===== src/hw/rtl/pbfp_pkg.sv =====
`timescale 1ns / 1ps
`default_nettype none
package pbfp_pkg;

  // Frame buffer length; positions run 0..MAX_FRAME_LEN, the top value means idle.
  localparam int MAX_FRAME_LEN = 32;
  localparam int POS_W         = $clog2(MAX_FRAME_LEN + 1);
  localparam int ADDR_W        = $clog2(MAX_FRAME_LEN);

  // Job queue between front and back; depth must be a power of two.
  localparam int QUEUE_DEPTH = 2;
  localparam int QPTR_W      = (QUEUE_DEPTH > 1) ? $clog2(QUEUE_DEPTH) : 1;
  localparam int QCNT_W      = $clog2(QUEUE_DEPTH + 1);

  // Configuration register indexes.
  localparam int CFG_IDX_W = 1;
  localparam logic [CFG_IDX_W-1:0] CFG_LED_CODE  = CFG_IDX_W'(0);
  localparam logic [CFG_IDX_W-1:0] CFG_TEXT_CODE = CFG_IDX_W'(1);

  localparam logic [7:0] LED_CODE_RST  = 8'd80;
  localparam logic [7:0] TEXT_CODE_RST = 8'd76;

  localparam logic [POS_W-1:0] POS_IDLE = POS_W'(MAX_FRAME_LEN);

  // Result kinds as seen on the output.
  localparam logic MSG_LED  = 1'b0;
  localparam logic MSG_TEXT = 1'b1;

  typedef enum logic {
    JOB_LED,
    JOB_TEXT
  } job_kind_t;

  typedef struct packed {
    job_kind_t   kind;
    logic [15:0] led_word;
    logic [7:0]  len;
  } job_t;

  typedef struct packed {
    logic        msg_kind;
    logic [15:0] led_word;
    logic [7:0]  text_byte;
    logic        text_valid;
    logic        last_of_frame;
  } result_t;

  typedef enum logic [1:0] {
    BK_IDLE,
    BK_READ,
    BK_EMIT
  } back_state_t;

endpackage
`default_nettype wire


===== src/hw/rtl/pbfp_ram.sv =====
`timescale 1ns / 1ps
`default_nettype none
module pbfp_ram #(
  parameter int WIDTH = 8,
  parameter int DEPTH = 32
) (
  input  wire logic                     clk,
  input  wire logic                     we,
  input  wire logic [$clog2(DEPTH)-1:0] waddr,
  input  wire logic [WIDTH-1:0]         wdata,
  input  wire logic                     re,
  input  wire logic [$clog2(DEPTH)-1:0] raddr,
  output logic      [WIDTH-1:0]         rdata
);

  logic [WIDTH-1:0] mem [DEPTH];

  always_ff @(posedge clk) begin
    if (we) begin
      mem[waddr] <= wdata;
    end
    if (re) begin
      rdata <= mem[raddr];
    end
  end

endmodule
`default_nettype wire


===== src/hw/rtl/pbfp_front.sv =====
`timescale 1ns / 1ps
`default_nettype none
module pbfp_front
  import pbfp_pkg::*;
(
  input  wire logic              clk,
  input  wire logic              rst,
  input  wire logic              in_valid,
  output logic                   in_ready,
  input  wire logic              start_mark,
  input  wire logic [7:0]        rx_byte,
  input  wire logic [7:0]        led_code,
  input  wire logic [7:0]        text_code,
  input  wire logic              q_full,
  output logic                   push,
  output job_t                   push_job,
  input  wire logic              text_done,
  output logic                   ram_we,
  output logic [ADDR_W-1:0]      ram_waddr,
  output logic [7:0]             ram_wdata
);

  logic [POS_W-1:0] pos, pos_next;
  logic [7:0]       sum, sum_next;
  logic [7:0]       cmd, cmd_next;
  logic [7:0]       d1, d1_next;
  logic [7:0]       d2, d2_next;
  logic             text_busy, text_busy_next;

  logic             accept;
  logic [8:0]       pos_ext;
  logic [8:0]       text_end;

  assign in_ready  = !q_full && !text_busy;
  assign accept    = in_valid && in_ready;
  assign pos_ext   = 9'(pos);
  assign text_end  = {1'b0, d1} + 9'd2;
  assign ram_waddr = pos[ADDR_W-1:0];
  assign ram_wdata = rx_byte;

  always_comb begin
    pos_next          = pos;
    sum_next          = sum;
    cmd_next          = cmd;
    d1_next           = d1;
    d2_next           = d2;
    push              = 1'b0;
    push_job.kind     = JOB_LED;
    push_job.led_word = {d2, d1};
    push_job.len      = d1;
    ram_we            = 1'b0;

    if (accept) begin
      if (start_mark) begin
        cmd_next = rx_byte;
        sum_next = rx_byte;
        pos_next = POS_W'(1);
      end else if (pos != POS_IDLE) begin
        if (cmd == led_code) begin
          if (pos < POS_W'(3)) begin
            if (pos == POS_W'(1)) begin
              d1_next = rx_byte;
            end else begin
              d2_next = rx_byte;
            end
            sum_next = sum + rx_byte;
            pos_next = pos + POS_W'(1);
          end else if (pos == POS_W'(3)) begin
            push          = (sum == rx_byte);
            push_job.kind = JOB_LED;
            pos_next      = pos + POS_W'(1);
          end
        end else if (cmd == text_code) begin
          if (pos == POS_W'(1) || pos_ext < text_end) begin
            if (pos == POS_W'(1)) begin
              d1_next = rx_byte;
            end
            ram_we   = 1'b1;
            sum_next = sum + rx_byte;
            pos_next = pos + POS_W'(1);
          end else if (pos_ext == text_end) begin
            push          = (sum == rx_byte);
            push_job.kind = JOB_TEXT;
            pos_next      = pos + POS_W'(1);
          end
        end
      end
    end

    // Hold input off while a text burst still reads the buffer.
    text_busy_next = text_busy;
    if (push && push_job.kind == JOB_TEXT) begin
      text_busy_next = 1'b1;
    end else if (text_done) begin
      text_busy_next = 1'b0;
    end
  end

  always_ff @(posedge clk) begin
    if (rst) begin
      pos       <= POS_IDLE;
      sum       <= 8'd0;
      text_busy <= 1'b0;
    end else begin
      pos       <= pos_next;
      sum       <= sum_next;
      text_busy <= text_busy_next;
    end
    cmd <= cmd_next;
    d1  <= d1_next;
    d2  <= d2_next;
  end

endmodule
`default_nettype wire


===== src/hw/rtl/pbfp_queue.sv =====
`timescale 1ns / 1ps
`default_nettype none
module pbfp_queue
  import pbfp_pkg::*;
(
  input  wire logic clk,
  input  wire logic rst,
  input  wire logic push,
  input  job_t      push_job,
  output logic      full,
  input  wire logic pop,
  output logic      empty,
  output job_t      head
);

  job_t              slots [QUEUE_DEPTH];
  logic [QPTR_W-1:0] wr_ptr, rd_ptr;
  logic [QCNT_W-1:0] count;

  assign full  = (count == QCNT_W'(QUEUE_DEPTH));
  assign empty = (count == QCNT_W'(0));
  assign head  = slots[rd_ptr];

  always_ff @(posedge clk) begin
    if (rst) begin
      wr_ptr <= '0;
      rd_ptr <= '0;
      count  <= '0;
    end else begin
      if (push) begin
        wr_ptr <= wr_ptr + QPTR_W'(1);
      end
      if (pop) begin
        rd_ptr <= rd_ptr + QPTR_W'(1);
      end
      if (push && !pop) begin
        count <= count + QCNT_W'(1);
      end else if (pop && !push) begin
        count <= count - QCNT_W'(1);
      end
    end
    if (push) begin
      slots[wr_ptr] <= push_job;
    end
  end

endmodule
`default_nettype wire


===== src/hw/rtl/pbfp_back.sv =====
`timescale 1ns / 1ps
`default_nettype none
module pbfp_back
  import pbfp_pkg::*;
(
  input  wire logic              clk,
  input  wire logic              rst,
  input  wire logic              empty,
  input  job_t                   head,
  output logic                   pop,
  output logic                   text_done,
  output logic                   ram_re,
  output logic [ADDR_W-1:0]      ram_raddr,
  input  wire logic [7:0]        ram_rdata,
  output logic                   out_valid,
  input  wire logic              out_ready,
  output result_t                out_res
);

  back_state_t       state, state_next;
  logic [ADDR_W-1:0] idx, idx_next;
  logic [7:0]        len, len_next;
  logic              out_valid_next;
  result_t           res_next;
  logic              load;
  logic              out_free;
  logic              is_last;

  assign out_free  = !out_valid || out_ready;
  assign is_last   = (9'(idx) == ({1'b0, len} + 9'd1));
  assign ram_raddr = idx;

  always_comb begin
    state_next = state;
    idx_next   = idx;
    len_next   = len;
    pop        = 1'b0;
    text_done  = 1'b0;
    ram_re     = 1'b0;
    load       = 1'b0;
    res_next   = '0;

    case (state)
      BK_IDLE: begin
        if (!empty && out_free) begin
          pop = 1'b1;
          if (head.kind == JOB_LED) begin
            load                   = 1'b1;
            res_next.msg_kind      = MSG_LED;
            res_next.led_word      = head.led_word;
            res_next.last_of_frame = 1'b1;
          end else if (head.len == 8'd0) begin
            load                   = 1'b1;
            text_done              = 1'b1;
            res_next.msg_kind      = MSG_TEXT;
            res_next.last_of_frame = 1'b1;
          end else begin
            // text bytes sit at buffer positions 2 .. len+1
            idx_next   = ADDR_W'(2);
            len_next   = head.len;
            state_next = BK_READ;
          end
        end
      end
      BK_READ: begin
        ram_re     = 1'b1;
        state_next = BK_EMIT;
      end
      BK_EMIT: begin
        if (out_free) begin
          load                   = 1'b1;
          res_next.msg_kind      = MSG_TEXT;
          res_next.text_byte     = ram_rdata;
          res_next.text_valid    = 1'b1;
          res_next.last_of_frame = is_last;
          if (is_last) begin
            text_done  = 1'b1;
            state_next = BK_IDLE;
          end else begin
            idx_next   = idx + ADDR_W'(1);
            state_next = BK_READ;
          end
        end
      end
      default: begin
        state_next = BK_IDLE;
      end
    endcase

    if (load) begin
      out_valid_next = 1'b1;
    end else if (out_ready) begin
      out_valid_next = 1'b0;
    end else begin
      out_valid_next = out_valid;
    end
  end

  always_ff @(posedge clk) begin
    if (rst) begin
      state     <= BK_IDLE;
      out_valid <= 1'b0;
    end else begin
      state     <= state_next;
      out_valid <= out_valid_next;
    end
    idx <= idx_next;
    len <= len_next;
    if (load) begin
      out_res <= res_next;
    end
  end

endmodule
`default_nettype wire


===== src/hw/rtl/panel_bus_frame_parser.sv =====
`timescale 1ns / 1ps
`default_nettype none
// Frame parser for a 9-bit panel bus. Each request on the slave side is one bus
// word: s_tuser is the start mark and s_tdata the data byte. A marked word opens
// a frame and carries its command byte. An LED frame (command = LED code) is two
// data bytes and a checksum and yields one result holding a 16-bit LED word. A
// text frame (command = text code) is a length byte L, L text bytes and a
// checksum and yields L results, one text byte each, or a single empty result
// when L is zero. The checksum is the 8-bit wrapping sum of all earlier bytes
// of the frame. Bad checksums, unknown commands and frames longer than the
// 32-byte buffer are dropped without any result; words before the first start
// mark are ignored. If both codes are equal the frame parses as an LED frame.
// Timing: the front end takes one word per cycle while the job queue has room
// and no text replay runs. A valid LED frame is handed to the output register
// through a two-entry job queue. A valid text frame of L bytes is replayed
// from the frame buffer RAM, one read and one output load per byte; the input
// stalls from its checksum word until its last byte is loaded, which master
// side backpressure delays. The frame buffer needs no clearing after reset.
// Write the code registers only while the block is idle.
module panel_bus_frame_parser
  import pbfp_pkg::*;
(
  input  wire logic                 clk,
  input  wire logic                 rst,
  // slave side: one bus word per request
  input  wire logic                 s_tvalid,
  output logic                      s_tready,
  input  wire logic [7:0]           s_tdata,   // [7:0] rx_byte
  input  wire logic                 s_tuser,   // [0] start_mark
  // master side: one result per request
  output logic                      m_tvalid,
  input  wire logic                 m_tready,
  output logic [23:0]               m_tdata,   // [15:0] led_word, [23:16] text_byte
  output logic [1:0]                m_tuser,   // [0] msg_kind, [1] text_valid
  output logic                      m_tlast,   // last_of_frame
  // configuration write port
  input  wire logic                 cfg_we,
  input  wire logic [CFG_IDX_W-1:0] cfg_addr,
  input  wire logic [7:0]           cfg_wdata
);

  logic [7:0]        led_code;
  logic [7:0]        text_code;

  logic              q_full;
  logic              q_empty;
  logic              q_push;
  logic              q_pop;
  job_t              q_in;
  job_t              q_head;
  logic              text_done;

  logic              ram_we;
  logic [ADDR_W-1:0] ram_waddr;
  logic [7:0]        ram_wdata;
  logic              ram_re;
  logic [ADDR_W-1:0] ram_raddr;
  logic [7:0]        ram_rdata;

  result_t           res;

  // Command code registers.
  always_ff @(posedge clk) begin
    if (rst) begin
      led_code  <= LED_CODE_RST;
      text_code <= TEXT_CODE_RST;
    end else if (cfg_we) begin
      case (cfg_addr)
        CFG_LED_CODE:  led_code  <= cfg_wdata;
        CFG_TEXT_CODE: text_code <= cfg_wdata;
        default: begin
        end
      endcase
    end
  end

  // Front: track the frame, store bytes, post a job on a good checksum.
  pbfp_front u_front (
    .clk       (clk),
    .rst       (rst),
    .in_valid  (s_tvalid),
    .in_ready  (s_tready),
    .start_mark(s_tuser),
    .rx_byte   (s_tdata),
    .led_code  (led_code),
    .text_code (text_code),
    .q_full    (q_full),
    .push      (q_push),
    .push_job  (q_in),
    .text_done (text_done),
    .ram_we    (ram_we),
    .ram_waddr (ram_waddr),
    .ram_wdata (ram_wdata)
  );

  // Frame buffer; only text bytes are ever read back.
  pbfp_ram #(
    .WIDTH(8),
    .DEPTH(MAX_FRAME_LEN)
  ) u_buf (
    .clk  (clk),
    .we   (ram_we),
    .waddr(ram_waddr),
    .wdata(ram_wdata),
    .re   (ram_re),
    .raddr(ram_raddr),
    .rdata(ram_rdata)
  );

  // Jobs between front and back.
  pbfp_queue u_queue (
    .clk     (clk),
    .rst     (rst),
    .push    (q_push),
    .push_job(q_in),
    .full    (q_full),
    .pop     (q_pop),
    .empty   (q_empty),
    .head    (q_head)
  );

  // Back: turn each job into results, replaying text from the buffer.
  pbfp_back u_back (
    .clk      (clk),
    .rst      (rst),
    .empty    (q_empty),
    .head     (q_head),
    .pop      (q_pop),
    .text_done(text_done),
    .ram_re   (ram_re),
    .ram_raddr(ram_raddr),
    .ram_rdata(ram_rdata),
    .out_valid(m_tvalid),
    .out_ready(m_tready),
    .out_res  (res)
  );

  // Pack the result onto the master side.
  assign m_tdata = {res.text_byte, res.led_word};
  assign m_tuser = {res.text_valid, res.msg_kind};
  assign m_tlast = res.last_of_frame;

endmodule
`default_nettype wire


===== config.mk =====
export PLATFORM = sky130hd
export DESIGN_NAME = panel_bus_frame_parser
export DESIGN_NICKNAME = d
export VERILOG_FILES = /design/src/hw/rtl/pbfp_pkg.sv /design/src/hw/rtl/pbfp_ram.sv /design/src/hw/rtl/pbfp_front.sv /design/src/hw/rtl/pbfp_queue.sv /design/src/hw/rtl/pbfp_back.sv /design/src/hw/rtl/panel_bus_frame_parser.sv
export SDC_FILE = /design/constraint.sdc
export NUM_CORES = 1
export LEC_CHECK = 0
export BUFFER_PORTS_ARGS = -buffer_cell sky130_fd_sc_hd__buf_2
export CORE_ASPECT_RATIO = 1.5
export CORE_MARGIN = 5
export CORE_UTILIZATION = 35
export CTS_CLUSTER_SIZE = 40
export DETAILED_ROUTE_END_ITERATION = 12
export PLACE_DENSITY_LB_ADDON = 0.2
export SKIP_CTS_REPAIR_TIMING = 1
export SLEW_MARGIN = 20
export SYNTH_ARGS = -nofsm -noshare
export SYNTH_HDL_FRONTEND = slang
export SYNTH_SLANG_ARGS = --single-unit

===== constraint.sdc =====
create_clock -name clk -period 9.05 [get_ports clk]
set_input_delay 1.81 -clock clk [delete_from_list [all_inputs] [get_ports clk]]
set_output_delay 1.81 -clock clk [all_outputs]
set_load 0.1 [all_outputs]

After elaboration in Yosys (flattened, before gate mapping)
Memories as Yosys holds them, arrays and structs flattened. A register that Yosys moved wholly into a read port is not among the register bits.
Index checks and enable logic that the tools add are counted.
W data, S select, Z words.
{"block": "word_totals", "reg_bits": 102, "mem_bits_rw": 306, "in_bits": 23, "out_inout_bits": 29, "elab_cells": 180, "n_memories": 2}
{"block": "op_classes", "addsub": 9, "n_lt_le_gt_ge": 2, "eq_ne": 19, "muxes": 83, "n_bitwise": 6, "reduce_logical": 39}
{"name": "u_buf.mem", "depth": 32, "width": 8, "read_ports": 1, "rd_ports_with_merged_regs": 1, "write_ports": 1, "line": "pbfp_ram.sv:16", "rtl": "logic [WIDTH-1:0] mem [DEPTH];"}
{"name": "u_queue.slots", "depth": 2, "width": 25, "read_ports": 1, "rd_ports_with_merged_regs": 1, "write_ports": 1, "line": "pbfp_queue.sv:16", "rtl": "job_t slots [QUEUE_DEPTH];"}
{"op": "$mux W8", "count": 11}
{"op": "$mux W6", "count": 8}
{"op": "$mux W1", "count": 44}
{"op": "$mux W5", "count": 5}
{"op": "$eq A8 B8 Y1", "count": 3}
{"op": "$reduce_and A6 Y1", "count": 3}
{"op": "$mux W17", "count": 1}
{"op": "$mux W16", "count": 1}
{"op": "$mux W2", "count": 7}
{"op": "$reduce_bool A2 Y1", "count": 7}
{"op": "$pmux W5 S2", "count": 1}
{"op": "$reduce_and A5 Y1", "count": 2}
{"op": "$add A8 B1 Y9 const B", "count": 1}
{"op": "$add A8 B2 Y9 const B", "count": 1}
{"op": "$eq A5 B9 Y1", "count": 1}
{"op": "$eq A6 B9 Y1", "count": 1}
{"op": "$lt A6 B9 Y1", "count": 1}
{"op": "$add A8 B8 Y8", "count": 1}
{"op": "$logic_not A8 Y1", "count": 1}
{"op": "$pmux W1 S2", "count": 4}
{"op": "$reduce_and A2 Y1", "count": 4}
{"op": "$reduce_and A4 Y1", "count": 2}
{"op": "$add A6 B1 Y6 const B", "count": 1}
{"op": "$eq A6 B1 Y1 const B", "count": 1}
{"op": "other kinds (22)", "count": 46}

Depth between registers and ports, before layout
Gate-level depths: netlist of the first run.
{"block": "depth", "depth_word": 13, "depth_mapped": 15, "mapped_depth_nobuf": 15}

Cells and area by module
From an unflattened synthesis of the first run, not the netlist that was laid out.
{"block": "hier_totals", "cells_unflattened": 964, "hier_area_um2": 17169.0}
{"mod": "pbfp_ram", "instances": 1, "cells_per_inst": 417, "area_each_um2": 10133.5, "seq_area_each_um2": 7927.6}
{"mod": "pbfp_front", "instances": 1, "cells_per_inst": 252, "area_each_um2": 2524.9, "seq_area_each_um2": 1021.0}
{"mod": "pbfp_queue", "instances": 1, "cells_per_inst": 100, "area_each_um2": 2010.7, "seq_area_each_um2": 1601.5}
{"mod": "pbfp_back", "instances": 1, "cells_per_inst": 133, "area_each_um2": 1851.8, "seq_area_each_um2": 1261.2}
{"mod": "panel_bus_frame_parser", "instances": 1, "cells_per_inst": 62, "area_each_um2": 648.1, "seq_area_each_um2": 320.3}

Worst setup path after synthesis of the first run
OpenSTA, ideal clock, no wires.
{"block": "synth_timing", "kind": "input to register", "from": "input port s_tvalid", "to": "memory u_queue.slots[1][10] in the netlist's numbering, enable pin", "setup_ns": 0.391, "arrival_ns": 3.777, "t_required_ns": 8.659, "slack_ns": 4.882, "path_stages": 7, "n_path_buf": 0, "cell_sequence": "inv_1 a211o_1 nor3_2 nand3b_1 o41a_1 or2_2 nor2_1"}
{"block": "synth_between", "elab_chain_cells": 4}
{"element": "start: declaration", "line": "panel_bus_frame_parser.sv:26", "rtl": "input wire logic s_tvalid,"}
{"element": "$logic_and A1 B1 Y1", "line": "pbfp_front.sv:35", "rtl": "assign accept = in_valid && in_ready;"}
{"element": "$mux W1", "line": "pbfp_front.sv:53", "rtl": "if (accept) begin"}
{"element": "$mux W1", "line": "pbfp_queue.sv:42", "rtl": "if (push) begin"}
{"element": "$mux W1 (implied by the code)", "line": "pbfp_queue.sv:43", "rtl": "slots[wr_ptr] <= push_job;"}
{"element": "end: declaration", "line": "pbfp_queue.sv:16"}
Every way passes these cells.

Final worst setup path of the first run
{"block": "layout_timing", "from": "register u_front.d1[1]", "to": "memory u_buf.mem[21][6], enable pin"}
{"block": "layout_between", "elab_chain_cells": 11}
{"element": "start: declaration", "line": "pbfp_front.sv:26", "rtl": "logic [7:0] d1, d1_next;"}
{"element": "start signal: assignment", "line": "pbfp_front.sv:110", "rtl": "d1 <= d1_next;"}
{"element": "$add A8 B2 Y9", "line": "pbfp_front.sv:37", "rtl": "assign text_end = {1'b0, d1} + 9'd2;"}
{"element": "$lt A6 B9 Y1", "line": "pbfp_front.sv:74", "rtl": "if (pos == POS_W'(1) || pos_ext < text_end) begin"}
{"element": "$logic_or A1 B1 Y1", "line": "pbfp_front.sv:74"}
{"element": "$mux W1", "line": "pbfp_front.sv:74"}
{"element": "$mux W1", "line": "pbfp_front.sv:73", "rtl": "end else if (cmd == text_code) begin"}
{"element": "$mux W1", "line": "pbfp_front.sv:59", "rtl": "if (cmd == led_code) begin"}
{"element": "$mux W1", "line": "pbfp_front.sv:58", "rtl": "end else if (pos != POS_IDLE) begin"}
{"element": "$mux W1", "line": "pbfp_front.sv:54", "rtl": "if (start_mark) begin"}
{"element": "$mux W1", "line": "pbfp_front.sv:53"}
{"element": "$mux W1", "line": "pbfp_ram.sv:19", "rtl": "if (we) begin"}
{"element": "$mux W1 (implied by the code)", "line": "pbfp_ram.sv:20", "rtl": "mem[waddr] <= wdata;"}
{"element": "end: declaration", "line": "pbfp_ram.sv:16"}
Every way passes these cells.

==> results.json, run 1 <==
{
  "status": "finished, final reports clean",
  "max_freq_ghz": 0.245,
  "reg2reg_from": "u_front.d1[1]",
  "synth-edff-count": 362,
  "cap_violations": 0,
  "cts_buffer_depth": 3,
  "pre_cts_ws_ns": 4.36,
  "synth-compound-area-share": 0.0268,
  "arrival_ns": 4.23,
  "grt_pass1_wl_um": 52600,
  "drtIter0Drc": 465,
  "hpwl_um": 22300,
  "hold_viol": 0,
  "clock_latency_ns": 0.54,
  "dieArea_sq_um": 51000,
  "synth_xor_area_frac": 0.0205,
  "rsz0062_at_grt": "no",
  "path_clk_slew_ns": 0.06,
  "worst_setup_path_end_kind": "register",
  "finalWirelength_um": 34500,
  "path_class": "reg2reg",
  "htree_levels": 2,
  "dieHeight_um": 274,
  "synth_top_family_by_area": "multiplexers",
  "slew_headroom": 0.262,
  "critPathTopFamily": "simple AND/OR/NAND/NOR gates",
  "min_from": "u_front.d2[0]",
  "die_w_um": 186,
  "crit_chain": "ha_1 -> nand3_1 -> xor2_1 -> ha_1 -> nand3_1 -> a21oi_1 -> o32ai_1 -> nand2b_1 -> nor2b_1 -> nand2_1 -> nor2_1",
  "cp_max_fo": 8,
  "r2r.worst_path.cells": 11,
  "drive_above_1_share": 0.222,
  "synthSimpleGateAreaFrac": 0.0685,
  "grt-ovfl-total": 0,
  "antenna_found_initial": 0,
  "synth.avg_cell_area_sq_um": 17.3,
  "synth_area_sq_um": 16300,
  "post-route-period-util": 0.451,
  "gp_congestion": 0.736,
  "slowest_stage": "nor2_1",
  "p_comb_frac": 0.127,
  "cp.required_ns": 9.19,
  "synth_adder_area_share": 0.0174,
  "cpPeakStageDelay_ns": 0.84,
  "tightest_slew_ns": 1.11,
  "syn_inst": 940,
  "fin_nets": 1054,
  "grt_pass1_vias": 8471,
  "final_max_slew_viol_count": 0,
  "fin_skew_ns": 0.0168,
  "worstHoldEndpoint": "u_queue.slots[1][16]",
  "rrSetupSlack_ns": 4.97,
  "async_flop_share": 0,
  "initial_core_util": 0.355,
  "dpl.cell_count": 1556,
  "root_buffer": "clkbuf_16",
  "clkPwrFrac": 0.378,
  "vias_per_cell": 4.97,
  "place_area_sq_um": 17200,
  "num_io_pins": 52,
  "grt_max_degree": 43,
  "coreArea_sq_um": 45900,
  "hp-class": "reg2reg",
  "area_growth_pct": 13.6,
  "route.detailed.wl_per_inst_um": 21.2,
  "setup_tns_ns": 0,
  "rows": 96,
  "reg2reg_to": "u_buf.mem[21][6]",
  "portBuffers": 51,
  "crit_path_start_kind": "register",
  "pwr-share-seq": 0.495,
  "synth_flop_cell": "edfxtp_1",
  "ant_nets": 0,
  "netSwitchingPower_mw": 1.11,
  "swShare": 0.255,
  "powerDensity_nw_per_um2": 235,
  "cp-startpoint": "u_front.d1[1]",
  "cts_made_buffers": 39,
  "yosysSeqAreaShare": 0.716,
  "crit_buf_inv": 0,
  "syn-num-nets": 985,
  "layout_setup_ws_ns": 4.97,
  "synthMuxAreaShare": 0.133,
  "cts_sinks": 401,
  "dr_total_vias": 8085,
  "diodes": 0,
  "ys_types": 59,
  "fin_area_sq_um": 18500,
  "ys_ff_latch": 401,
  "drc": 0,
  "track_usage": 0.137,
  "fin_cells": 1627,
  "intPower_mw": 3.24,
  "peakVddDrop_mv": 0.125,
  "leakagePower_nw": 5.95,
  "setup-violations-final": 0,
  "cts_tree": "yes",
  "hold_depth": 0,
  "period_minus_slack_ns": 4.08,
  "first_pass_iters": 4,
  "ys_warn_count": 0
}
## power groups by stage
stage	logic (mW)	clock network [mW]	registers [mW]
after floorplan	0.283	0	2.32
after global placement	0.560	0	2.20
after detailed placement	0.564	0	2.20
after CTS	0.566	1.69	2.16
after global routing	0.598	1.77	2.16
final	0.553	1.65	2.15
## worst max-delay path by stage
stage / to / slack, ns / depth (start not counted)
global placement: u_queue.slots[0][10] / 4.40 / 6
floorplan: u_queue.slots[1][10] / 4.88 / 7
CTS: u_buf.mem[19][4] / 4.86 / 11
finish: u_buf.mem[21][6] / 4.97 / 11
detailed placement: u_queue.slots[0][12] / 4.36 / 6
global route: u_buf.mem[18][6] / 4.63 / 11
## sequential cells by signal (all words and copies together), names as in the netlist, 2 cells and up, named ones only
register	cells
led_code	8
u_queue.slots	34
u_queue.count	2
u_front.cmd	8
u_buf.mem	256
u_front.pos	6
u_back.ram_raddr	5
u_back.out_res	27
u_back.state	2
text_code	8
u_front.d1	8
u_buf.rdata	8
u_front.sum	8
u_front.d2	8
u_back.len	8
## final cells by class
class	count	area (sq um)
Clock buffer	52	1100
Clock inverter	19	208
Fill cell	4193	27400
Inverter	28	105
Multi-Input combinational cell	474	4330
Sequential cell	401	11700
Tap cell	588	736
Timing Repair Buffer	65	360
## cell usage after synthesis (7+ instances only)
cell | n | share of area
o21ai_0 | 11 | 0.0034
nand3_1 | 18 | 0.0055
dfxtp_1 | 39 | 0.048
mux2i_1 | 20 | 0.012
xor2_1 | 10 | 0.0054
and3_1 | 7 | 0.0027
nor2_1 | 81 | 0.019
nand2_1 | 58 | 0.013
mux2_2 | 14 | 0.0097
nor3_1 | 10 | 0.0031
and2_1 | 11 | 0.0042
ha_1 | 21 | 0.016
clkbuf_1 | 20 | 0.0046
nand3b_1 | 10 | 0.0046
nor2b_1 | 8 | 0.0031
mux4_2 | 80 | 0.11
edfxtp_1 | 362 | 0.67
xnor2_1 | 28 | 0.015
a21oi_1 | 29 | 0.0089
inv_1 | 28 | 0.0065
## stage by stage
stage / utilization / hold WS, ns / total power [mW]
floorplan: - / 0.421 / 2.60
global placement: 0.374 / 0.430 / 2.76
detailed placement: 0.374 / 0.434 / 2.76
CTS: 0.403 / 0.450 / 4.42
global route: 0.403 / 0.466 / 4.53
finish: 0.403 / 0.449 / 4.35
## cell families (layout without fill, tap and decap cells)
| logic type | count (synthesis) | count (layout) |
|---|---|---|
| XOR/XNOR | 38 | 38 |
| multiplexers | 114 | 114 |
| flip-flops | 401 | 401 |
| adder cells (fa/ha/maj) | 22 | 22 |
| AND/OR/NAND/NOR | 232 | 232 |
| buffers and inverters | 65 | 164 |
| AO/OA/AOI/OAI | 68 | 68 |
## cells in the final DEF (no fill, tap or decap), drive strengths merged, types with 14 or more instances in the layout
cell type,instances
inv,29
nor2,82
mux4,80
mux2i,20
dfxtp,39
xnor2,28
clkbuf,52
buf,65
a21oi,29
nand3,18
ha,21
edfxtp,362
mux2,14
nand2,58
## routing by layer
| layer | GRT usage | share of wire |
|---|---|---|
| met3 | 0.0203 | 0.034 |
| met4 | 0.0384 | 0.022 |
| met1 | 0.166 | 0.40 |
| met2 | 0.253 | 0.54 |
| met5 | 0 | 0 |
No activity file was read; power rests on OpenSTA's default activity.
==> run 2: changes to the inputs <==
ABC_AREA = 1   (was unset)
clock period = 4.1 ns   (was 9.05 ns; I/O delays follow)
==> results.json, run 2 <==
{
  "status": "finished, final reports clean",
  "drtIter0Drc": 784,
  "setup-violations-final": 0,
  "crit_path_start_kind": "register",
  "cts_sinks": 401,
  "async_flop_share": 0,
  "grt_pass1_vias": 11000,
  "top_regs": "u_buf.mem x256, u_queue.slots x34, u_back.out_res x27",
  "cap_violations": 0,
  "rows": 98,
  "area_growth_pct": 13.5,
  "yosysSeqAreaShare": 0.692,
  "hp-class": "reg2reg",
  "grt_pass1_wl_um": 67500,
  "max_freq_ghz": 0.287,
  "path_class": "reg2reg",
  "hold_depth": 0,
  "slew_headroom": 0.372,
  "ys_ff_latch": 401,
  "final_max_slew_viol_count": 0,
  "fin_skew_ns": 0.0183,
  "worst_setup_path_end_kind": "register",
  "route.detailed.wl_per_inst_um": 20.9,
  "path_clk_slew_ns": 0.07,
  "synth.most_common_cell": "edfxtp_1",
  "fin_area_sq_um": 19100,
  "portBuffers": 51,
  "cpPeakStageDelay_ns": 0.59,
  "slowest_stage": "nor2_1",
  "coreArea_sq_um": 47700,
  "min_from": "u_front.d2[6]",
  "syn-num-nets": 1503,
  "num_io_pins": 52,
  "antenna_found_initial": 1,
  "yosysTopAreaCell": "edfxtp_1",
  "drive_above_1_share": 0.114,
  "tightest_slew_ns": 0.942,
  "worstHoldEndpoint": "u_queue.slots[0][22]",
  "crit_buf_inv": 0,
  "gp_congestion": 0.900,
  "crit_chain": "ha_1 -> xnor2_1 -> ha_1 -> nand2_1 -> nor2_1 -> nand2_1 -> nand3_1 -> a21oi_2 -> nor2_8 -> nor2_2 -> nand2_2 -> nor2_1",
  "hpwl_um": 30100,
  "htree_levels": 2,
  "pre_cts_ws_ns": 0.516,
  "critPathTopFamily": "simple AND/OR/NAND/NOR gates",
  "cp.required_ns": 4.26,
  "peakVddDrop_mv": 0.259,
  "cts_made_buffers": 39,
  "syn_inst": 1458,
  "final_common_cell": "edfxtp_1",
  "powerDensity_nw_per_um2": 552,
  "post-route-period-util": 0.848,
  "dpl.cell_count": 2072,
  "arrival_ns": 3.64,
  "ant_nets": 0,
  "synth_area_leaders": "edfxtp_1 65%, nor2_1 5.5%, dfxtp_1 4.6%",
  "largest_register": "u_buf.mem",
  "vias_per_cell": 5.19,
  "reg2reg_from": "u_front.d1[1]",
  "place_area_sq_um": 17800,
  "synth_top_area_frac": 0.646,
  "root_buffer": "clkbuf_16",
  "synth_flop_cell": "edfxtp_1",
  "fin_cells": 2144,
  "rsz0062_at_grt": "no",
  "synth-edff-count": 362,
  "cts_buffer_depth": 3,
  "dieHeight_um": 279,
  "dr_total_vias": 11100,
  "dieArea_sq_um": 52700,
  "ys_types": 44,
  "r2r.worst_path.cells": 12,
  "clock_latency_ns": 0.54,
  "track_usage": 0.167,
  "cts_tree": "yes",
  "final_cell_mix": "362 x edfxtp_1, 247 x nor2_1, 200 x nand2_1",
  "first_pass_iters": 5,
  "leakagePower_nw": 6.70,
  "drc": 0,
  "final_util": 0.401,
  "finalWirelength_um": 44900,
  "cp_max_fo": 8,
  "largest_reg_flops": 256,
  "grt-ovfl-total": 0,
  "rrSetupSlack_ns": 0.62,
  "layout_setup_ws_ns": 0.622,
  "hold_viol": 0,
  "reg2reg_to": "u_buf.mem[22][1]",
  "synth.avg_cell_area_sq_um": 11.5,
  "period_minus_slack_ns": 3.48,
  "fin_nets": 1558,
  "die_w_um": 189,
  "ys_warn_count": 0,
  "synth_area_sq_um": 16800,
  "setup_tns_ns": 0,
  "initial_core_util": 0.353,
  "grt_max_degree": 102,
  "synth_commonest_cells": "362 x edfxtp_1, 248 x nor2_1, 200 x nand2_1"
}
run 2: cell count changes in the layout (fill, tap and decap cells not counted), sizes merged, moves of 44 or more:
cell and change:
nand3 +44, inv +67, nor2 +173, nand2 +150
o21ai +149, mux4 -80
run 2: stage by stage:
step / total power [mW] / hold WS (ns)
floorplan: 6.31 / 0.421
global placement: 6.93 / 0.426
detailed placement: 6.94 / 0.430
CTS: 10.7 / 0.441
global route: 11.0 / 0.449
finish: 10.6 / 0.442
run 2: layout make-up:
| type | instances | area (sq um) |
|---|---|---|
| Multi-Input combinational cell | 893 | 4550 |
| Tap cell | 600 | 751 |
| Clock inverter | 25 | 300 |
| Clock buffer | 46 | 1020 |
| Inverter | 99 | 373 |
| Fill cell | 4505 | 28600 |
| Sequential cell | 401 | 11700 |
| Timing Repair Buffer | 79 | 465 |
| Antenna cell | 1 | 2.50 |
run 2: metal layers:
metal / vias up / track usage / wire length, um
li1: 5280 / - / -
met1: 5486 / 0.204 / 18100
met2: 288 / 0.303 / 23300
met3: 78 / 0.0194 / 1840
met4: 0 / 0.0643 / 1630
met5: - / 0 / 0
run 2: cells by family (layout without fill, tap and decap cells):
family,count (synthesis),count (layout),synth area share
other,0,1,0
AOI/OAI and AO/OA,274,274,0.0930
DFF,401,401,0.692
and+or+nand+nor,569,569,0.145
xor gates and xnor gates,27,27,0.0140
buffers and inverters,164,249,0.0384
adders and majority gates,22,22,0.0168
muxes,1,1,0.000595
run 2: power breakdown:
part	total [mW]	internal [mW]	switching, mW	leakage (nW)
logic	2.04	0.478	1.56	2.48
registers	4.80	4.70	0.0928	3.58
clock network	3.72	2.18	1.54	0.636
run 2: worst reg2reg max path, cell delays in order (launching register included):
cell and delay (ns):
edfxtp_1 0.51, ha_1 0.30, xnor2_1 0.20, ha_1 0.26
nand2_1 0.10, nor2_1 0.06, nand2_1 0.05, nand3_1 0.08
a21oi_2 0.28, nor2_8 0.07, nor2_2 0.27, nand2_2 0.33
nor2_1 0.60
run 2: worst max path at each step:
stage	from	end	slack, ns	cells past startpoint
finish	u_front.d1[1]	u_buf.mem[22][1]	0.62	12
floorplan	u_queue.count[0]	u_queue.slots[0][10]	0.72	10
CTS	u_front.d1[1]	u_buf.mem[23][0]	0.58	12
detailed placement	s_tuser	u_buf.mem[23][3]	0.52	8
global placement	s_tuser	u_buf.mem[22][7]	0.62	8
global route	u_front.d1[1]	u_buf.mem[22][2]	0.40	12
